## config.mk

```make
export PLATFORM = sky130hd
export DESIGN_NAME = bfie_front
export DESIGN_NICKNAME = d
export VERILOG_FILES = /design/src/bfie_pkg.sv /design/src/bfie_front.sv
export SDC_FILE = /design/constraint.sdc
export NUM_CORES = 1
export LEC_CHECK = 0
export ABC_AREA = 1
export BUFFER_PORTS_ARGS = -buffer_cell sky130_fd_sc_hd__buf_2
export CORE_UTILIZATION = 41
export DETAILED_ROUTE_END_ITERATION = 10
export PLACE_DENSITY = 0.85
export SYNTH_ARGS = -nofsm -noshare
export SYNTH_HDL_FRONTEND = slang
export SYNTH_SLANG_ARGS = --single-unit
export TNS_END_PERCENT = 10
```

## constraint.sdc

```tcl
create_clock -name vclk -period 5.2
set_input_delay 0.78 -clock vclk [all_inputs]
set_output_delay 0.78 -clock vclk [all_outputs]
set_load 0.01 [all_outputs]
```

## src/bfie_pkg.sv

```systemverilog
// ----------------------------------------------------------------------------
// bfie_pkg
// types, constants and helpers shared by the bit field insert/extract store
// ----------------------------------------------------------------------------
package bfie_pkg;

  localparam int START_W   = 12;
  localparam int WIDTH_W   = 6;
  localparam int LEN_W     = 13;
  localparam int DATA_W    = 32;
  localparam int WORD_W    = 7;   // 32-bit word index within the addressable bit range
  localparam int OFF_W     = 5;   // bit offset within a 32-bit word
  localparam int FIELD_MAX = 32;

  // words reachable by any start bit plus the word a field may spill into
  localparam int REACH_WORDS = (1 << START_W) / DATA_W + 1;

  localparam logic OP_READ  = 1'b0;
  localparam logic OP_WRITE = 1'b1;

  localparam logic [LEN_W-1:0] LEN_RESET = 13'd4096;

  typedef enum logic [1:0] {
    KIND_READ,
    KIND_WRITE,
    KIND_REJECT
  } kind_t;

  // one classified request as it travels from the front to the back
  typedef struct packed {
    kind_t              kind;
    logic [WORD_W-1:0]  word;
    logic [OFF_W-1:0]   off;
    logic [DATA_W-1:0]  mask;
    logic [DATA_W-1:0]  value;
  } job_t;

  // low w bits set, w in 0..32
  function automatic logic [DATA_W-1:0] field_mask(input logic [WIDTH_W-1:0] w);
    logic [WIDTH_W-1:0] sh;
    sh = WIDTH_W'(FIELD_MAX) - w;
    return {DATA_W{1'b1}} >> sh;
  endfunction

endpackage

```

## src/bfie_front.sv

```systemverilog
// ----------------------------------------------------------------------------
// bfie_front
// takes request transfers, runs the range checks and builds a job
// ----------------------------------------------------------------------------
module bfie_front #(
  parameter int STORE_BYTES = 512
) (
  input  logic                          in_valid,
  output logic                          in_stall,
  input  logic                          op,
  input  logic [bfie_pkg::START_W-1:0]  start_bit,
  input  logic [bfie_pkg::WIDTH_W-1:0]  field_width,
  input  logic [bfie_pkg::DATA_W-1:0]   write_value,
  input  logic [bfie_pkg::LEN_W-1:0]    bit_length,
  input  logic                          clearing,
  input  logic                          q_full,
  output logic                          q_push,
  output bfie_pkg::job_t                q_job
);
  import bfie_pkg::*;

  localparam longint CAP_BITS = longint'(STORE_BYTES) * 8;
  localparam logic [LEN_W-1:0] CAP_LEN =
    (CAP_BITS > 64'd8191) ? {LEN_W{1'b1}} : LEN_W'(CAP_BITS);

  logic [LEN_W-1:0]   eff_len;
  logic [LEN_W-1:0]   start_x;
  logic [LEN_W-1:0]   end_bit;
  logic [LEN_W-1:0]   room;
  logic               width_ok;
  logic               start_ok;
  logic [WIDTH_W-1:0] eff_w;

  assign in_stall = q_full || clearing;
  assign q_push   = in_valid && !in_stall;

  always_comb begin
    eff_len  = (bit_length < CAP_LEN) ? bit_length : CAP_LEN;
    start_x  = {1'b0, start_bit};
    end_bit  = start_x + LEN_W'(field_width);
    room     = eff_len - start_x;
    width_ok = (field_width != '0) && (field_width <= WIDTH_W'(FIELD_MAX));
    start_ok = start_x < eff_len;
    // writes running past the end are clamped to the end
    eff_w    = (end_bit > eff_len) ? room[WIDTH_W-1:0] : field_width;

    q_job.word  = start_bit[START_W-1:OFF_W];
    q_job.off   = start_bit[OFF_W-1:0];
    q_job.mask  = field_mask(eff_w);
    q_job.value = write_value;
    if (!width_ok || !start_ok) begin
      q_job.kind = KIND_REJECT;
    end else if (op == OP_WRITE) begin
      q_job.kind = KIND_WRITE;
    end else if (end_bit <= eff_len) begin
      q_job.kind = KIND_READ;
    end else begin
      q_job.kind = KIND_REJECT;
    end
  end

endmodule

```

# Word-level counts from Yosys, hierarchy flattened

Index checks and enable logic that the tools add are counted.
W data, S select, Z words.

Memories kept: 0
Memory bits (read-only): 0
Logic and storage cells: 22
Input port bits: 67
Bits in writable memories: 0
Output and inout bits: 80
Bits in latches: 0
Flip-flop bits (word level): 0

Mux-type cells: 5
Reductions and logical operators: 8
Equality and inequality tests: 0
$lt $le $gt $ge: 5
Multiply operators: 0
Divide/modulo/power cells: 0
Shifts and indexed selects: 1
Bitwise operators: 0
$add $sub $neg: 3

Operators by type and width:

| operator                | number |
|---|---|
| $shr A32 B6 Y32 const A | 1 |
| $add A12 B6 Y13         | 1 |
| $gt A13 B13 Y1          | 1 |
| $le A13 B13 Y1          | 1 |
| $lt A12 B13 Y1          | 1 |
| $lt A13 B13 Y1 const B  | 1 |
| $mux W13                | 1 |
| $le A6 B6 Y1 const B    | 1 |
| $mux W2                 | 3 |
| $mux W6                 | 1 |
| $reduce_bool A6 Y1      | 1 |
| $sub A6 B6 Y6           | 1 |
| $sub A6 B6 Y6 const A   | 1 |
| $logic_not A1 Y1        | 3 |
| $logic_and A1 B1 Y1     | 2 |
| $logic_or A1 B1 Y1      | 2 |

# Logic depth before layout (Yosys ltp)

Depth in word-level cells: 6
Mapped depth: 30
Gate-level depth less buffers: 29

# Worst setup path after synthesis

No wires, ideal clock.

Path kind: input -> output
From: input port start_bit[0] (netlist name)
To: output port q_job[53] (netlist name)
Slack: -0.275 ns
Stages on the path: 28
Data arrival time: 4.695 ns
Required time: 4.420 ns
Path buffers: 1
Cells stage by stage: ha_1 -> inv_1 -> fa_1 -> o31ai_1 -> a21oi_1 -> o21ai_0 -> nand3_1 -> xnor2_1 -> ha_1 -> nand2_1 -> inv_1 -> nand2_1 -> nand2_1 -> a21oi_1 -> nand2_4 -> nand2_4 -> buf_6 -> nand2_1 -> nand2_1 -> ha_1 -> inv_1 -> ha_1 -> inv_1 -> nor2_1 -> inv_1 -> nand3_1 -> nand2_1 -> nor2_1

RTL lines:

| item        | line             | RTL |
|---|---|---|
| from (decl) | bfie_front.sv:11 | `input logic [bfie_pkg::START_W-1:0] start_bit,` |
| to (decl)   | bfie_front.sv:18 | `output bfie_pkg::job_t q_job` |

==> results.md <==
- The fraction of the yosys area taken by sequential cells is 0.
- The combinational share of power is 1.000.
- In this run the worst hold path is classified as primary input to output port.
- The filler cells instantiated in the layout total 499.
- The total of buffers placed on input and output ports is 83.
- The most common library cell in the layout ignoring fill and taps is buf_2.
- In this design, the stage delay of the slowest critical-path cell is 0.36 ns.
- The busiest layer in global routing is met2.
- The largest fanout on the critical path is 12.
- Registers take 0 um^2.
- The transition time at the pin with the least slew margin is approximately 0.43 ns.
- The overall power after layout is ~0.63 mW.
- The share of final-layout standard cells stronger than drive strength 1 is 0.464.
- The global-route track usage on met3 is 0.0128.
- The cell repeated most along the worst path is nand2_1.
- In this run the remaining antenna-violating nets after routing total 0.
- Dividing total power by cell area gives a power density of just under 200 nW/um^2.
- In this run the worst setup path terminates at q_job[38].
- Data arrives at the worst endpoint at approximately 4.5 ns.
- The type of element launching the critical path is a primary input.
- The gate count after technology mapping is 379.
- Sequential cells placed in the final layout were counted as 0.
- The number of antenna diodes in the final layout is 0.
- For this design the static power due to leakage is 1.76 nW.
- The met1 global-route usage is 0.265.
- The flow ran to the end, but the final reports show violations.
- Of the total power, registers draw 0.
- The floorplan step set the die width to just under 80 um.
- Each instance of the synthesized netlist takes up on average around 6.3 um^2.
- The I/O pin count is between 100 and 150.
- Once routing completed, OpenROAD measured the worst setup slack at -0.0988 ns.
- Across the run, the number of max-cap violations was 0.
- The share of the core filled with cells in the final layout is 0.570.
- In the routed design, unresolved DRC markers number 0.
- The cell area after technology mapping is between 2000 and 2500 um^2.
- The internal power consumption is roughly 0.26 mW.
- The global-route met2 utilization is 0.377.
- The floorplan has 27 rows.
- The final standard cell count with taps included and fillers excluded is roughly 530.
- Using the TritonRoute via totals, the vias-per-cell ratio works out to ~5.2.
- In the layout the commonest cells are buf_2 (81), nand2_1 (74), inv_1 (40).
- The y dimension of the die is slightly below 80 um.
- The first-pass GRT wire length is roughly 11000 um.
- The die covers 6110 um^2.
- The maximum resistive drop on vdd is 0.0890 mV.
- The setup path with the least slack is of type primary input to output port.
- The slowest stage of the critical path belongs to the cell fa_2.
- After synthesis, the cell types taking the most area are ha_1 (21%), buf_4 (14%), nand2_1 (14%).
- During synthesis, Yosys emitted a total of 0 warnings.
- After legalization and detailed placement, the total HPWL measured a little over 5000 um.
- The total routing resource utilization after global routing is 0.210.
- The start point of the critical path is field_width[0].
- The number of antenna violations at the first check in global routing is 0.
- Before antenna repair, the detailed router went through 4 iterations.
- The via count of the first global-routing pass is between 2000 and 3000.
- At the end of the flow, the number of nets in the layout was ~570.
- The switching fraction of total power is 0.583.
- Summed over all layers, the global routing overflow is 0.
- The wire length after detailed routing is 7240 um.
- The number of pins exceeding their max-slew limit in the final report is 0.
- Summed over all nets, the switching power comes to about 0.36 mW.
- The average wire per cell in the routed design is 13.7 um.
- The relative max-transition margin is 0.712.
- The hold violation count in the final report is 0.
- The layout has 0 clock buffers.
- Of the total power, the clock network draws 0.
- Setup violations remaining at the end of the flow were counted as 31.
- STA puts the critical path data required time at 4.42 ns.
- The area added between synthesis and finish is 32.8%.
- Routability-driven placement finished with a final weighted congestion of a little under 0.9.
- Setup repair after global routing could not meet its margin everywhere.
- The maximum number of pins on one net before global-route repair is 16.
- In this run, placement finished with an instance count of around 520.
- The routed layout has roughly 2700 vias.
- The core region is ~5500 um^2.
- The initial core utilization is 0.429.
- Synthesis instantiated 33 different standard cells from the library.
- When the netlist entered floorplanning its net count stood at between 400 and 500.
- The post-route fraction of the period consumed by the critical path is 1.02.
- The detailed router finished its first iteration with 192 violations.
- The final reports fail on negative setup slack.
- The most area-hungry cell type in the Yosys netlist is ha_1.
- Of the post-synthesis cell area, the dominant cell type holds 0.211.
- The maximum clock frequency is between 150 and 200 MHz.
- The post-layout minimum cycle time is 5.30 ns.
- STA classifies the critical path endpoint as an output port.
cells by family (layout without fill, tap and decap cells):
family | after synthesis | count (layout) | share of synthesized area
adders and majority gates | 42 | 42 | 0.227
xor gates and xnor gates | 14 | 14 | 0.0516
AOI/OAI and AO/OA | 30 | 30 | 0.0721
buffers and inverters | 98 | 172 | 0.240
and+or+nand+nor | 195 | 197 | 0.409
area by class of cell:
class | count | area, um^2 | share of cell area
multi-input cells | 283 | 2100 | 0.664
well taps | 72 | 90.1 | 0.0285
repair buffers | 124 | 782 | 0.248
inverters | 48 | 188 | 0.0594
critical path: cells and delay by family:
| family | cells | cell delay [ns] |
|---|---|---|
| buf+inv | 8 | 0.86 |
| xor+xnor | 1 | 0.14 |
| compound gates | 4 | 0.71 |
| fa+ha+maj | 3 | 0.80 |
| simple gates | 12 | 1.21 |
how the worst min path moves through the flow:
stage | end | slack (ns) | startpoint | depth (start not counted)
4_1_cts | q_job[15] | 1.56 | write_value[15] | 0
3_5_place_dp | q_job[15] | 1.56 | write_value[15] | 0
5_1_grt | q_job[16] | 1.56 | write_value[16] | 0
6_report | q_job[0] | 1.56 | write_value[0] | 0
3_3_place_gp | q_job[15] | 1.56 | write_value[15] | 0
2_1_floorplan | q_job[76] | 1.65 | op | 2
per-layer routing:
layer  routed length (um)  part of all wire
met5                    0                 0
met4                  190             0.026
met3                  435             0.060
met1                 2920              0.40
met2                 3690              0.51
Yosys cell counts:
library cell,n
nand2_2,8
or2_2,1
and2_1,1
xor2_1,9
o21bai_1,2
nand3_2,2
o21ai_2,1
nand3_4,1
inv_2,1
ha_1,40
a221oi_1,2
nor2_4,2
nand3b_1,8
nand2_4,6
nand3_1,22
o211ai_1,1
xnor2_1,5
buf_6,5
nor2_2,11
o31ai_1,1
o21ai_0,5
buf_4,44
inv_1,47
nor2_1,38
nor3_1,4
nor2_8,1
nand4_1,2
a21oi_1,16
nand2_1,86
nand4_2,2
fa_1,2
clkbuf_1,1
o21ai_1,2
per-stage QoR:
step | setup WS [ns] | TNS, ns | hold WS (ns) | cell area, um^2
2_1_floorplan | 0.0310 | 0 | 1.65 | 2410
3_3_place_gp | -0.0970 | -1.59 | 1.56 | 2770
3_5_place_dp | -0.377 | -9.02 | 1.56 | 2770
4_1_cts | 0.00177 | 0 | 1.56 | 2940
5_1_grt | -0.281 | -7.52 | 1.56 | 3160
6_report | -0.0988 | -1.26 | 1.56 | 3160
power groups by stage:
stage / registers (mW) / logic, mW / clock network (mW)
floorplan: 0 / 0.377 / 0
global placement: 0 / 0.496 / 0
detailed placement: 0 / 0.512 / 0
CTS: 0 / 0.559 / 0
global route: 0 / 0.681 / 0
finish: 0 / 0.625 / 0
what timing repair did:
action / in CTS / in global routing
gates cloned: 2 / 0
pin swaps: 24 / 20
hold buffers: 0 / 0
setup endpoints to repair: 32 / 32
resized for setup: 31 / 44
buffers inserted: 4 / 6
Note: power is estimated with default switching activity, not from simulation.
