### src/bfie_pkg.sv
// ----------------------------------------------------------------------------
// bfie_pkg
// types, constants and helpers shared by the bit field insert/extract store
// ----------------------------------------------------------------------------
package bfie_pkg;

  localparam int START_W   = 12;
  localparam int WIDTH_W   = 6;
  localparam int LEN_W     = 13;
  localparam int DATA_W    = 32;
  localparam int WORD_W    = 7;   // 32-bit word index within the addressable bit range
  localparam int OFF_W     = 5;   // bit offset within a 32-bit word
  localparam int FIELD_MAX = 32;

  // words reachable by any start bit plus the word a field may spill into
  localparam int REACH_WORDS = (1 << START_W) / DATA_W + 1;

  localparam logic OP_READ  = 1'b0;
  localparam logic OP_WRITE = 1'b1;

  localparam logic [LEN_W-1:0] LEN_RESET = 13'd4096;

  typedef enum logic [1:0] {
    KIND_READ,
    KIND_WRITE,
    KIND_REJECT
  } kind_t;

  // one classified request as it travels from the front to the back
  typedef struct packed {
    kind_t              kind;
    logic [WORD_W-1:0]  word;
    logic [OFF_W-1:0]   off;
    logic [DATA_W-1:0]  mask;
    logic [DATA_W-1:0]  value;
  } job_t;

  // low w bits set, w in 0..32
  function automatic logic [DATA_W-1:0] field_mask(input logic [WIDTH_W-1:0] w);
    logic [WIDTH_W-1:0] sh;
    sh = WIDTH_W'(FIELD_MAX) - w;
    return {DATA_W{1'b1}} >> sh;
  endfunction

endpackage

### src/bfie_queue.sv
// ----------------------------------------------------------------------------
// bfie_queue
// two-entry job queue between the front and the back
// ----------------------------------------------------------------------------
module bfie_queue (
  input  logic            clk,
  input  logic            rst,
  input  logic            push,
  input  bfie_pkg::job_t  push_job,
  output logic            full,
  output logic            valid,
  input  logic            pop,
  output bfie_pkg::job_t  head
);
  import bfie_pkg::*;

  job_t       slots [2];
  logic       wr_ptr;
  logic       rd_ptr;
  logic [1:0] count;

  assign full  = (count == 2'd2);
  assign valid = (count != 2'd0);
  assign head  = slots[rd_ptr];

  always_ff @(posedge clk) begin
    if (push) begin
      slots[wr_ptr] <= push_job;
    end
  end

  always_ff @(posedge clk) begin
    if (rst) begin
      wr_ptr <= 1'b0;
      rd_ptr <= 1'b0;
      count  <= 2'd0;
    end else begin
      if (push) begin
        wr_ptr <= ~wr_ptr;
      end
      if (pop) begin
        rd_ptr <= ~rd_ptr;
      end
      unique case ({push, pop})
        2'b10:   count <= count + 2'd1;
        2'b01:   count <= count - 2'd1;
        default: count <= count;
      endcase
    end
  end

endmodule

### config.mk
export PLATFORM = sky130hd
export DESIGN_NAME = bfie_queue
export DESIGN_NICKNAME = d
export VERILOG_FILES = /design/src/bfie_pkg.sv /design/src/bfie_queue.sv
export SDC_FILE = /design/constraint.sdc
export NUM_CORES = 1
export LEC_CHECK = 0
export BUFFER_PORTS_ARGS = -buffer_cell sky130_fd_sc_hd__clkbuf_2
export CAP_MARGIN = 20
export CORE_MARGIN = 1.5
export CORE_UTILIZATION = 52
export DETAILED_ROUTE_END_ITERATION = 12
export PLACE_DENSITY = 0.83
export SETUP_SLACK_MARGIN = 0.4
export SLEW_MARGIN = 15
export SYNTH_ARGS = -nofsm -noshare
export SYNTH_HDL_FRONTEND = slang
export SYNTH_SLANG_ARGS = --single-unit
### constraint.sdc
create_clock -name clk -period 5.8 [get_ports clk]
set_input_delay 0.58 -clock clk [delete_from_list [all_inputs] [get_ports clk]]
set_output_delay 0.58 -clock clk [all_outputs]
set_load 0.1 [all_outputs]
# Word level (Yosys, flattened, before mapping)
# Memories as Yosys holds them, arrays and structs flattened. A register that Yosys moved wholly into a read port is not among the register bits.
# Index checks and enable logic that the tools add are counted.
op_classes:
  bitwise: 2
  eq_ne: 3
  reduce_logical: 2
  muxes: 5
  add_sub_neg: 2
ops:
  columns: ["operator", "count"]
  rows:
  - ["2-bit equality test, second input constant", 2]
  - ["1-bit 2-to-1 mux", 4]
  - ["2-bit case mux with 2 select lines", 1]
  - ["2-bit nonzero test", 2]
  - ["2-bit by 1-bit adder with 2-bit output, second input constant", 1]
  - ["2-bit by 1-bit equality test with 1-bit output, second input constant", 1]
  - ["1-bit NOT", 2]
  - ["2-bit by 1-bit subtractor with 2-bit output, second input constant", 1]
totals:
  in_bits: 82
  mem_bits_rw: 156
  word_cells: 18
  regBits: 4
  n_memories: 1
mem_list:
  columns: ["name", "words", "width", "read_ports", "rd_clocked_by_memory_dff", "wr", "line", "rtl"]
  rows:
  - ["slots", 2, 78, 1, 1, 1, "bfie_queue.sv:17", "job_t slots [2];"]

# Logic depth before layout (Yosys ltp)
# Gate-level depths: netlist (run 1).
logic_depth:
  depth_word: 3
  ltp_mapped: 5

# Worst setup path after synthesis (run 1)
# OpenSTA, ideal clock, no wires.
synth_path:
  kind: "input port to flip-flop"
  start: "in push"
  end: "mem slots[0][0] (netlist name) (enable)"
  n_path_buf: 0
  t_required_ps: 5283
  setup_ps: 517
  arrival_time_ps: 3908
  cell_stages: 2
  path_slack_ps: 1375
  cell_sequence: "inv_1 -> nor2_1"
synth_via:
  elab_chain_len: 2
synth_rtl:
  columns: ["element", "line", "rtl"]
  rows:
  - ["from (decl)", "bfie_queue.sv:8", "input logic push,"]
  - ["1-bit 2-to-1 mux", "bfie_queue.sv:27", "if (push) begin"]
  - ["1-bit 2-to-1 mux (not written as such)", "bfie_queue.sv:28", "slots[wr_ptr] <= push_job;"]
  - ["to (decl)", "bfie_queue.sv:17", null]
# Every way passes these cells.

==> impl_metrics.py, run 1 <==
metrics = {
    "floorplan": {
        "start_util_pct": 53.7,
        "die_h_um": 109,
        "fp.coreArea_um2": 10900,
        "pin_count": 162,
        "dieArea_um2": 11900,
        "rows": 38,
        "chipWidth_um": 109,
    },
    "finish": {
        "drive_above_1_share_pct": 60.4,
        "layout_commonest_cell": "clkbuf_2",
        "final_cell_mix": "161 x clkbuf_2, 156 x edfxtp_1, 76 x mux2_2, 16 x clkbuf_16",
        "antenna_cells": 0,
        "area_growth_pct": 25.7,
        "finalNetCount": 520,
    },
    "worst_setup_path": {
        "cp-endpoint": "head[14]",
        "cp_data_arrival_time_ns": 2.41,
        "cp_max_fo": 78,
        "worstSetupPathType": "register to output pin",
        "r2r_setup_slack_ns": 3.64,
        "end_kind": "output pin",
        "cp-start-kind": "register",
        "rr_worst_depth": 2,
        "path_cells": "mux2_2 > clkbuf_2",
        "reg2reg_from": "wr_ptr",
        "slowest_delay_ns": 0.99,
        "cp.required_ns": 5.22,
        "r2r-end": "slots[0][17]",
        "critPathSlowestCell": "dfxtp_4",
    },
    "timing": {
        "worstMarginPinSlew_ns": 1.06,
        "period_minus_slack_ns": 2.99,
        "hold_viol_final": 0,
        "rsz0062_at_grt": "false",
        "slew_violations": 0,
        "fin_setup_tns_ns": 0,
        "finalHoldWorstSlack_ns": 0.254,
        "finalSetupViolCount": 0,
        "max_freq_mhz": 334,
        "slew_headroom_pct": 29.2,
        "fin_crit_sh_pct": 51.6,
        "finClkSkew_ns": 0.00663,
    },
    "logic_synthesis": {
        "syn-mean-instance-area_um2": 22.1,
        "synth.net_count": 348,
        "yosys_warnings": 0,
        "yosysSeqAreaShare_pct": 81.8,
        "ys_seq_elements": 161,
        "synthesis.instances": 265,
        "netlist_area_um2": 5850,
        "yosys.cell_types.count": 17,
    },
    "global_routing": {
        "grt_pass1_vias": 3002,
        "grtUsageTotal_pct": 16.8,
        "grt_pass1_wl_um": 14300,
        "grt_overflow_total": 0,
        "grt_max_degree": 79,
        "antenna_found_initial": 0,
    },
    "drt": {
        "ant_nets": 0,
        "via_count": 2958,
        "drt-initial-drc-count": 80,
        "first_pass_iters": 4,
        "via_per_inst": 5.01,
        "wl_per_cell_um": 16.4,
        "drc_errors": 0,
        "wl_um": 9690,
    },
    "clocking": {
        "cts_resized": 0,
        "htree_levels": 4,
        "cts_buffers": 17,
        "clk_pin_slew_ns": 0.06,
        "cts_setup_buffers": 0,
        "hold_buffers": 0,
        "clockBufferDepth": 2,
        "insertion_delay_ns": 0.51,
        "cts_root_buf": "clkbuf_8",
        "clock_sinks": 161,
        "cts_tree": "yes",
    },
    "power": {
        "p_sw_share_pct": 31.8,
        "p_leak_nw": 2.80,
        "internal_power_mw": 2.14,
        "seqPwrFrac_pct": 44.6,
        "pwr-share-clk_pct": 33.8,
        "power.switching_mw": 0.996,
        "vdd_drop_max_v": 0.000256,
        "power_density_nw_per_um2": 426,
        "pwr-share-comb_pct": 21.6,
    },
    "job": {
        "maxCapViolations": 0,
    },
    "hold_path": {
        "holdPathStages": 1,
        "hp-class": "input pin to register",
    },
    "placement": {
        "finalWeightedCongestion": 0.691,
        "portBuffers": 161,
        "dp_hpwl_um": 6360,
    },
    "status": {
        "status": "complete, no violations",
    },
}
kinds of logic after synthesis:
kind of cell	Yosys count	share of synthesized area, %
and+or+nand+nor	9	0.792
xor gates and xnor gates	4	0.599
adders and majority gates	1	0.214
DFF	161	81.8
buffers and inverters	10	1.26
AOI/OAI and AO/OA	2	0.171
muxes	78	15.1
worst min-delay path by stage:
stage,start,to
6_report,push_job[41],slots[1][41]
5_1_grt,push_job[22],slots[0][22]
4_1_cts,push_job[41],slots[1][41]
3_5_place_dp,count[1],count[1]
3_3_place_gp,count[1],count[1]
2_1_floorplan,count[1],count[1]
critical path, delay by kind of cell (launching register included):
kind,cells,cell delay (ns)
buf+inv,1,0.38
mux,1,0.43
flops,1,0.99
per-layer routing:
layer  share of wire, %  GRT usage (%)
met1                 40           19.4
met2                 52           28.0
met3                7.0           5.74
met4                1.5           7.99
met5                  0              0
layout make-up:
cell class,count,area [µm²]
flip-flops and latches,161,4790
fillers,736,3540
multi-input cells,94,1000
repair buffers,162,813
clock buffers,21,429
well taps,140,175
clock inverters,11,140
inverters,1,3.75
synth_stat cells, drive strengths merged:
library cell / n / area (µm²)
xnor2: 3 / 26.3
and2: 1 / 6.26
buf: 9 / 70.1
mux2: 78 / 886
and2b: 1 / 8.76
a21oi: 1 / 5.00
or3: 1 / 6.26
or2: 1 / 6.26
ha: 1 / 12.5
xor2: 1 / 8.76
o21ai: 1 / 5.00
edfxtp: 156 / 4680
nor2: 5 / 18.8
dfxtp: 5 / 100
inv: 1 / 3.75
metrics by stage:
stage                     power (mW)  setup WS (ns)  cell area, µm²  util, %  cells
after floorplan                 1.99           1.37            5850        -    265
after CTS                       3.16           2.78            7350     67.5    590
after global placement          2.09           3.21            6780     62.3    558
after detailed placement        2.10           3.16            6780     62.3    558
final                           3.13           2.81            7350     67.5    590
after global routing            3.23           2.70            7350     67.5    590
state kept, by name (all words and copies together) (netlist names), named ones only:
name and flops:
count 2, rd_ptr 1, slots 156, wr_ptr 1
power groups by stage:
stage | logic (mW) | registers, mW | clock network (mW)
2_1_floorplan | 0.595 | 1.40 | 0
3_3_place_gp | 0.675 | 1.42 | 0
3_5_place_dp | 0.681 | 1.42 | 0
4_1_cts | 0.683 | 1.40 | 1.08
5_1_grt | 0.701 | 1.40 | 1.12
6_report | 0.677 | 1.40 | 1.06
Power figures use the tool's default switching activity.
==> run 2: changes to the inputs <==
Settings changed: ABC_AREA set to 1, CORE_UTILIZATION 52 to 47, PLACE_DENSITY 0.83 to 0.8.
Clock period 5.8 ns to 2.6 ns, I/O delays scaled along.
==> run 2 against run 1 <==
Via count is 3.2% higher. Global-route usage down 0.81 points. Highest routed layer unchanged. Non-clock buffer count up 6. Combinational power up 130%.
==> impl_metrics.py, run 2 <==
metrics = {
    "status": {
        "status": "complete, no violations",
    },
    "clocking": {
        "cts_root_buf": "clkbuf_16",
        "clockBufferDepth": 2,
        "htree_levels": 4,
        "clock_sinks": 161,
        "clk_pin_slew_ns": 0.06,
        "cts_tree": "yes",
        "insertion_delay_ns": 0.42,
        "cts_buffers": 17,
        "hold_buffers": 0,
    },
    "placement": {
        "dp_hpwl_um": 6720,
        "portBuffers": 161,
        "pre_cts_ws_ns": 0.682,
        "finalWeightedCongestion": 0.688,
        "dpl_cell_area_um2": 6950,
        "dp.cells": 602,
    },
    "finish": {
        "final_area_um2": 7730,
        "top_register": "slots",
        "largest_register_ffs": 156,
        "fin_util_pct": 63.6,
        "fin_cells": 635,
        "layout_commonest_cell": "edfxtp_1",
        "antenna_cells": 0,
        "finalNetCount": 537,
        "drive_above_1_share_pct": 60.2,
        "top_regs": "slots x156, count x2",
        "area_growth_pct": 30.3,
        "final_cell_mix": "156 x edfxtp_1, 105 x clkbuf_2, 58 x mux2_2, 56 x clkbuf_4, 20 x mux2_4",
    },
    "power": {
        "power_density_nw_per_um2": 921,
        "vdd_drop_max_v": 0.000859,
        "p_leak_nw": 2.99,
    },
    "floorplan": {
        "pin_count": 162,
        "die_h_um": 115,
        "dieArea_um2": 13300,
        "start_util_pct": 48.8,
        "chipWidth_um": 115,
        "rows": 40,
        "fp.coreArea_um2": 12200,
    },
    "timing": {
        "hold_viol_final": 0,
        "fin_setup_tns_ns": 0,
        "finClkSkew_ns": 0.00437,
        "finalSetupViolCount": 0,
        "fin_crit_sh_pct": 81.5,
        "slew_headroom_pct": 62.1,
        "worstMarginPinSlew_ns": 0.568,
        "period_minus_slack_ns": 2.12,
        "slew_violations": 0,
        "max_freq_mhz": 472,
        "rsz0062_at_grt": "true",
        "setup_ws_ns": 0.481,
    },
    "logic_synthesis": {
        "yosysSeqAreaShare_pct": 80.6,
        "synthesis.instances": 276,
        "synth_top_cells_by_area": "edfxtp_1 79%, mux2_2 11%, mux2_4 5.1%",
        "synth_common_cells": "156 x edfxtp_1, 58 x mux2_2, 20 x mux2_4",
        "ys_seq_elements": 161,
        "synthFlopType": "edfxtp_1",
        "synth_top_area_share_pct": 79.0,
        "syn-mean-instance-area_um2": 21.5,
        "yosys.area.top_type": "edfxtp_1",
        "synth-edff-count": 156,
        "synth.net_count": 359,
        "netlist_area_um2": 5930,
        "ys_async_sr_fraction_pct": 0,
        "yosysMostFrequentCell": "edfxtp_1",
        "yosys_warnings": 0,
        "yosys.cell_types.count": 15,
    },
    "global_routing": {
        "grt_pass1_vias": 3209,
        "grt_overflow_total": 0,
        "grtUsageTotal_pct": 16.0,
        "antenna_found_initial": 0,
        "grt_pass1_wl_um": 15400,
        "grt_max_degree": 43,
    },
    "job": {
        "maxCapViolations": 0,
    },
    "worst_setup_path": {
        "cp-start-kind": "register",
        "cp.required_ns": 2.34,
        "cp_data_arrival_time_ns": 1.86,
        "end_kind": "output pin",
        "worstSetupPathType": "register to output pin",
        "cp_max_fo": 38,
    },
    "drt": {
        "drc_errors": 0,
        "wl_per_cell_um": 15.9,
        "ant_nets": 0,
        "first_pass_iters": 4,
        "via_count": 3052,
        "via_per_inst": 4.81,
        "drt-initial-drc-count": 133,
        "wl_um": 10100,
    },
    "hold_path": {
        "hp-class": "input pin to register",
    },
}
[run 2: changes by cell type after synthesis, sizes merged]
cell,change
nor3,+1
and2b,-1
xor2,-1
and2,-1
xnor2,-2
inv,+6
or2,-1
nand4,+1
nand2,+6
nor2,+4
or3,-1
[run 2: worst paths after layout]
path	startpoint	to	slack, ns	cells past startpoint
hold / removal	push_job[25]	slots[1][25]	0.03	1
setup / recovery	register	head[71]	0.48	3
hold reg to reg	count[1]	count[1]	0.51	2
setup reg to reg	wr_ptr	slots[1][59]	1.15	3
[run 2: kinds of logic (layout without fill, tap and decap cells)]
family,after synthesis,after routing,share of synthesized area (%)
fa+ha+maj,1,1,0.211
buf+inv,16,207,1.62
mux,78,78,16.1
compound gates,2,2,0.169
simple gates,17,17,1.14
flops,161,161,80.6
xor+xnor,1,1,0.148
[run 2: report_power, final]
group	internal, mW	switching (mW)	leakage, nW
Combinational	0.340	1.19	1.18
Sequential	3.00	0.0422	1.51
Clock	1.55	0.998	0.302
[run 2: what timing repair did]
action | in CTS | in global routing
cloned | 0 | 0
resized for setup | 57 | 1
pin swaps | 0 | 0
setup endpoints to repair | 56 | 2
buffers inserted | 1 | 0
[run 2: per-stage QoR]
stage | hold WS [ns] | power, mW
finish | 0.0258 | 7.12
global route | 0.00350 | 7.35
CTS | 0.00821 | 7.19
detailed placement | 0.453 | 4.59
global placement | 0.449 | 4.56
floorplan | 0.332 | 4.35
[run 2: worst max-delay path, stage by stage, from the launching register on]
cell and delay (ns):
dfxtp_4 0.48, buf_16 0.26, mux2_2 0.38, clkbuf_4 0.28
[run 2: layer usage]
layer	track usage (%)	vias up	part of all wire, %
li1	-	1433	-
met1	16.4	1484	38
met2	27.7	118	53
met3	6.59	17	7.4
met4	8.64	0	1.9
met5	0	-	0
[run 2: area by class of cell]
class | instances | area [µm²]
Sequential cell | 161 | 4790
Fill cell | 875 | 4430
Multi-Input combinational cell | 99 | 1060
Timing Repair Buffer | 168 | 1030
Clock buffer | 18 | 439
Tap cell | 168 | 210
Clock inverter | 14 | 178
Inverter | 7 | 30.0
